**src/rtl/core/hsv_color_wheel_pixel_assert.svh**
```systemverilog
// assertion macros for the color wheel pixel generator
`ifndef HSV_COLOR_WHEEL_PIXEL_ASSERT_SVH
`define HSV_COLOR_WHEEL_PIXEL_ASSERT_SVH
`ifndef ASSERT_OFF
`define HCW_ASSERT(lbl, cond, msg) \
  lbl: assert property (@(posedge clk) disable iff (!rst_n) (cond)) else $error(msg);
`define HCW_ASSERT_NEXT(lbl, ante, cons, msg) \
  lbl: assert property (@(posedge clk) disable iff (!rst_n) (ante) |=> (cons)) else $error(msg);
`else
`define HCW_ASSERT(lbl, cond, msg)
`define HCW_ASSERT_NEXT(lbl, ante, cons, msg)
`endif
`endif

```
**src/rtl/core/hcw_pkg.sv**
```systemverilog
`default_nettype none
package hcw_pkg;

  // algorithm settings
  localparam int CORDIC_STEPS    = 16;
  localparam int FRAC_BITS       = 16;
  localparam int ANGLE_TABLE_LEN = 24;
  localparam int VEC_SHIFT       = 20;
  localparam int DIST_FRAC       = 20;

  // field widths
  localparam int COORD_W = 11;
  localparam int RAD_W   = 10;
  localparam int BYTE_W  = 8;
  localparam int DELTA_W = COORD_W + 1;
  localparam int D2_W    = 2 * DELTA_W - 2;
  localparam int SQ_W    = 2 * RAD_W;

  // cordic datapath
  localparam int ANG_W    = 32;
  localparam int CORDIC_W = DELTA_W + VEC_SHIFT + 2;
  localparam logic [ANG_W-1:0] ANG_HALF = {1'b1, {(ANG_W-1){1'b0}}};
  localparam logic [ANG_W:0]   HUE_RND  = (ANG_W+1)'(64'd1 << (ANG_W - 1 - FRAC_BITS));

  // square root and divider
  localparam int SQRT_BITS = (SQ_W + 2 * DIST_FRAC) / 2;
  localparam int REM_W     = SQRT_BITS + 3;
  localparam int NUM_SHIFT = (FRAC_BITS > DIST_FRAC) ? FRAC_BITS - DIST_FRAC : 0;
  localparam int DEN_SHIFT = (DIST_FRAC > FRAC_BITS) ? DIST_FRAC - FRAC_BITS : 0;
  localparam int NUM_W     = SQRT_BITS + NUM_SHIFT;
  localparam int DIV_W     = NUM_W + 1;
  localparam int DIV_BITS  = FRAC_BITS + 1;

  // stage counts of the two parallel units
  localparam int LAT_CORDIC = CORDIC_STEPS + 1;
  localparam int LAT_SAT    = SQRT_BITS + DIV_BITS;
  localparam int HUE_DLY    = LAT_SAT - LAT_CORDIC;

  localparam logic [FRAC_BITS:0] ONE = {1'b1, {FRAC_BITS{1'b0}}};

  // atan(2^-i) in binary turns
  localparam logic [ANG_W-1:0] ATAN_TURNS [ANGLE_TABLE_LEN] = '{
    32'h20000000, 32'h12E4051D, 32'h09FB385B, 32'h051111D4,
    32'h028B0D43, 32'h0145D7E1, 32'h00A2F61E, 32'h00517C55,
    32'h0028BE53, 32'h00145F2E, 32'h000A2F98, 32'h000517CC,
    32'h00028BE6, 32'h000145F3, 32'h0000A2F9, 32'h0000517C,
    32'h000028BE, 32'h0000145F, 32'h00000A2F, 32'h00000517,
    32'h0000028B, 32'h00000145, 32'h000000A2, 32'h00000051
  };

  typedef struct packed {
    logic [COORD_W-1:0] pixel_x;
    logic [COORD_W-1:0] pixel_y;
  } hcw_in_t;

  typedef struct packed {
    logic              inside_res;
    logic [BYTE_W-1:0] red;
    logic [BYTE_W-1:0] green;
    logic [BYTE_W-1:0] blue;
    logic [BYTE_W-1:0] alpha;
  } hcw_out_t;

endpackage
`default_nettype wire

```
**src/rtl/core/hcw_cordic.sv**
```systemverilog
`default_nettype none
module hcw_cordic (
  input  logic                                 clk,
  input  logic                                 en,
  input  logic signed [hcw_pkg::DELTA_W-1:0]   vec_x,
  input  logic signed [hcw_pkg::DELTA_W-1:0]   vec_y,
  output logic        [hcw_pkg::ANG_W-1:0]     angle
);
  import hcw_pkg::*;

  logic signed [CORDIC_W-1:0] x_r [CORDIC_STEPS+1];
  logic signed [CORDIC_W-1:0] y_r [CORDIC_STEPS+1];
  logic        [ANG_W-1:0]    z_r [CORDIC_STEPS+1];

  logic signed [CORDIC_W-1:0] sx, sy, x0_nxt, y0_nxt;
  logic        [ANG_W-1:0]    z0_nxt;

  // scale up and fold the left half plane onto the right one
  always_comb begin
    sx = CORDIC_W'(vec_x) <<< VEC_SHIFT;
    sy = CORDIC_W'(vec_y) <<< VEC_SHIFT;
    if (vec_x < 0) begin
      x0_nxt = -sx;
      y0_nxt = -sy;
      z0_nxt = ANG_HALF;
    end else begin
      x0_nxt = sx;
      y0_nxt = sy;
      z0_nxt = '0;
    end
  end

  always_ff @(posedge clk) begin
    if (en) begin
      x_r[0] <= x0_nxt;
      y_r[0] <= y0_nxt;
      z_r[0] <= z0_nxt;
    end
  end

  // one vectoring step per stage
  for (genvar i = 0; i < CORDIC_STEPS; i++) begin : g_iter
    logic signed [CORDIC_W-1:0] xs, ys;
    assign xs = x_r[i] >>> i;
    assign ys = y_r[i] >>> i;
    always_ff @(posedge clk) begin
      if (en) begin
        if (y_r[i] > 0) begin
          x_r[i+1] <= x_r[i] + ys;
          y_r[i+1] <= y_r[i] - xs;
          z_r[i+1] <= z_r[i] + ATAN_TURNS[i];
        end else begin
          x_r[i+1] <= x_r[i] - ys;
          y_r[i+1] <= y_r[i] + xs;
          z_r[i+1] <= z_r[i] - ATAN_TURNS[i];
        end
      end
    end
  end

  assign angle = z_r[CORDIC_STEPS];

endmodule
`default_nettype wire

```
**config.mk**
```make
export PLATFORM = sky130hd
export DESIGN_NAME = hcw_cordic
export DESIGN_NICKNAME = d
export VERILOG_FILES = /design/src/rtl/core/hsv_color_wheel_pixel_assert.svh /design/src/rtl/core/hcw_pkg.sv /design/src/rtl/core/hcw_cordic.sv
export SDC_FILE = /design/constraint.sdc
export NUM_CORES = 2
export LEC_CHECK = 0
export BUFFER_PORTS_ARGS = -buffer_cell sky130_fd_sc_hd__buf_2
export CAP_MARGIN = 20
export CORE_UTILIZATION = 50
export CTS_BUF_LIST = sky130_fd_sc_hd__clkbuf_2
export CTS_CLUSTER_DIAMETER = 40
export DETAILED_ROUTE_END_ITERATION = 16
export PLACE_DENSITY = 0.63
export SLEW_MARGIN = 20
export SYNTH_ARGS = -nofsm -noshare
export SYNTH_HDL_FRONTEND = slang
export SYNTH_SLANG_ARGS = --single-unit
```
**constraint.sdc**
```tcl
create_clock -name clk -period 17.3 [get_ports clk]
set_clock_uncertainty 0.05 [all_clocks]
set_input_delay 2.595 -clock clk [delete_from_list [all_inputs] [get_ports clk]]
set_output_delay 2.595 -clock clk [all_outputs]
set_load 0.05 [all_outputs]
```
==> metrics.log <==
INFO  metric placement.io_buffers = 56
INFO  metric drc = 0
INFO  metric mostFrequentLayoutCell = sky130_fd_sc_hd__edfxtp_1
INFO  metric synthesis.instances = 10700
INFO  metric syn2layout_area_growth = 6.64%
INFO  metric post_cts_hold_buffer_count = 0
INFO  metric synth-edff-count = 1265
INFO  metric grt_pass1_vias = 78400
INFO  metric synth.ff_latch_count = 1265
INFO  metric cap_viol_max_count = 0
INFO  metric hp-start = z_r[10][2]$_DFFE_PP_
INFO  metric reg2reg_from = y_r[10][14]$_DFFE_PP_
INFO  metric critPathMaxFanout = 48
INFO  metric final.setup.tns = 0 ns
INFO  metric final.fill_count = 18600
INFO  metric critical_path.n_buffers_inverters = 1
INFO  metric clockBufferDepth = 4
INFO  metric timing_worst_setup_path_type = flop to flop
INFO  metric detailedRoute.firstPassIterationCount = 6
INFO  metric critical_path_depth = 21
INFO  metric yosys_warnings = 0
INFO  metric die_area = ~0.21 sq mm
INFO  metric cts.clk_slew.worst_paths = 0.10 ns
INFO  metric avgRoutedWirePerCell = 19.1 um
INFO  metric post-cts-setup-buffers = 0
INFO  metric layout_common_cells = 1265 x sky130_fd_sc_hd__edfxtp_1, 1187 x sky130_fd_sc_hd__ha_1, 1095 x sky130_fd_sc_hd__xnor2_1
INFO  metric antenna_found_initial = 3
INFO  metric ys_types = 96
INFO  metric fin_nets = around 12000
INFO  metric report.final.setup_viol = 0
INFO  metric critical-path-max-stage-delay = 0.84 ns
INFO  metric worst_hold_path.num_cells = 0
INFO  metric slew-limit-headroom = a little under a fifth
INFO  metric finalWirelength = 266000 um
INFO  metric endpoint = y_r[11][33]$_DFFE_PP_
INFO  metric min_period_over_period = 47.0%
INFO  metric detail_route.vias_per_cell = just under 6
INFO  metric htree_levels = 5
INFO  metric worst_ep_required_time = about 19 ns
INFO  metric synth-seq-area-share = between 30% and 40%
INFO  metric track_usage = between 20% and 30%
INFO  metric timing.critical_path.cells = or4_1, or3_1, or3_1, nor4_1, a41oi_1, nand2b_2, inv_2, a21oi_1, xor2_1, ha_1, a21o_1, a211oi_1, o31ai_1, a31oi_1, o2bb2ai_1, o41ai_1, o21ai_0, o41ai_1, o2111ai_1, o31ai_1, xnor2_1
INFO  metric die-height = 458 um
INFO  metric asyncSetResetFlopFracSynth = 0%
INFO  metric postRouteAntennaNets = 0
INFO  metric critical_path.startpoint_type = flop
INFO  metric placeableCoreArea = between 0.2 and 0.25 sq mm
INFO  metric end_kind = flop
INFO  metric synth_ff_type = sky130_fd_sc_hd__edfxtp_1
INFO  metric clock-root-buffer = sky130_fd_sc_hd__clkbuf_2
INFO  metric cts.sink_count = 1265
INFO  metric grt_setup_unrepaired = false
INFO  metric worst_hold_path_type = flop to flop
INFO  metric ios = 58
INFO  metric fp.dieW = between 400 and 500 um
INFO  metric final_layout_size_suffix_gt1_share = 7.30%
INFO  metric grt_pass1_wl = 417000 um
INFO  metric outcome = finished clean
INFO  metric gp_routability_congestion = 0.932
INFO  metric critical_path_arrival = ~9.6 ns
INFO  metric grt_max_degree = 189
INFO  metric worst_r2r_endpoint = y_r[11][33]$_DFFE_PP_
INFO  metric cts_tree = done
INFO  metric core.rowCount = 167
INFO  metric period_minus_slack = 8.14 ns
INFO  metric report.final.slew_viol_count = 0
INFO  metric timing.fmax = 0.123 GHz
INFO  metric synthesis.area = 0.104 sq mm
INFO  metric worst_pin_slew = 1.23 ns
INFO  metric yosysTopAreaCellShare = between 30% and 40%
INFO  metric synthTopCellsByArea = sky130_fd_sc_hd__edfxtp_1 37%, sky130_fd_sc_hd__ha_1 14%, sky130_fd_sc_hd__xnor2_1 9.2%
INFO  metric crit_path_start = y_r[10][14]$_DFFE_PP_
INFO  metric ff2ff_path_depth = 21
INFO  metric crit_family = compound AO/OA/AOI/OAI gates
INFO  metric dr.first_iter.drc_count = 5270
INFO  metric worst-r2r-setup-slack = 9.16 ns
INFO  metric crit_path_top_delay_cell = sky130_fd_sc_hd__inv_2
INFO  metric syn_avg_cell_area = 9.76 sq um
INFO  metric routed-via-count = approximately 81000
INFO  metric globalRoute.totalOverflow = 0
INFO  metric postCtsResizedCells = 0
INFO  metric dominant_cell_type_by_area_after_synthesis = sky130_fd_sc_hd__edfxtp_1
INFO  metric tritoncts.num_buffers = 368
INFO  metric initial_core_util = between 50% and 60%
INFO  metric place.detailed.hpwl = approximately 210000 um
INFO  metric clk-insertion-delay-late = 1.85 ns
INFO  metric hold_viol_final = 0
==> cell type report <==
cell class,instances,area (sq um),area share (%)
multi-input combinational,8746,63600,57.4
clock inverter,140,990,0.892
sequential,1265,38000,34.3
inverter,487,1830,1.65
timing repair buffer,103,686,0.618
antenna,13,32.5,0.0293
tap,2704,3380,3.05
clock buffer,475,2380,2.14
==> state kept, by name, summed over array words and instances, names as in the netlist <==
register,cells
z_r,441
y_r,434
x_r,390
==> cell families after synthesis <==
group                      share of synthesized area (%)
DFF                                                 36.5
adders and majority gates                           14.9
AOI/OAI and AO/OA                                   19.1
other                                            0.00361
muxes                                              0.756
buffers and inverters                               2.36
and+or+nand+nor                                     13.0
xor gates and xnor gates                            13.4
==> worst min-delay path by stage <==
| stage | endpoint |
|---|---|
| floorplan | z_r[11][1]$_DFFE_PP_ |
| global placement | z_r[4][1]$_DFFE_PP_ |
| detailed placement | z_r[4][1]$_DFFE_PP_ |
| CTS | z_r[11][2]$_DFFE_PP_ |
| global route | z_r[11][2]$_DFFE_PP_ |
| finish | z_r[11][2]$_DFFE_PP_ |
==> per-stage QoR <==
step / setup slack (ns) / instances / util, % / hold slack (ns) / instance area (sq um)
floorplan: 9.67 / 10700 / - / 0.350 / 104000
global placement: 8.14 / 13300 / 52.0 / 0.356 / 108000
detailed placement: 8.04 / 13300 / 52.0 / 0.360 / 108000
CTS: 9.17 / 13900 / 53.6 / 0.355 / 111000
global route: 8.68 / 13900 / 53.6 / 0.379 / 111000
finish: 9.16 / 13900 / 53.6 / 0.376 / 111000
==> Yosys cell counts (all sizes together) (28+ instances only) <==
cell type / number
a211oi: 67
a21boi: 59
a21o: 440
a21oi: 964
a31oi: 84
a41oi: 29
and2: 47
and3: 87
clkbuf: 144
edfxtp: 1265
fa: 32
ha: 1187
inv: 483
mux2: 36
mux2i: 38
nand2: 598
nand2b: 175
nand3: 171
nand4: 61
nor2: 816
nor2b: 155
nor3: 273
nor4: 88
o211ai: 44
o21a: 163
o21ai: 580
o21bai: 144
o31a: 28
o31ai: 173
o41ai: 76
or2: 62
or3: 116
or4: 52
xnor2: 1095
xor2: 493
==> per-layer routing <==
metal / track usage [%] / wire, um / vias to the layer above
li1: - / - / 40500
met1: 29.3 / 111000 / 38100
met2: 44.2 / 132000 / 1920
met3: 3.26 / 10800 / 609
met4: 11.1 / 11300 / 0
met5: 0 / 0 / -
Power is not shown: default switching activity piles up to over one toggle a cycle in this logic, so the estimate is an artifact.
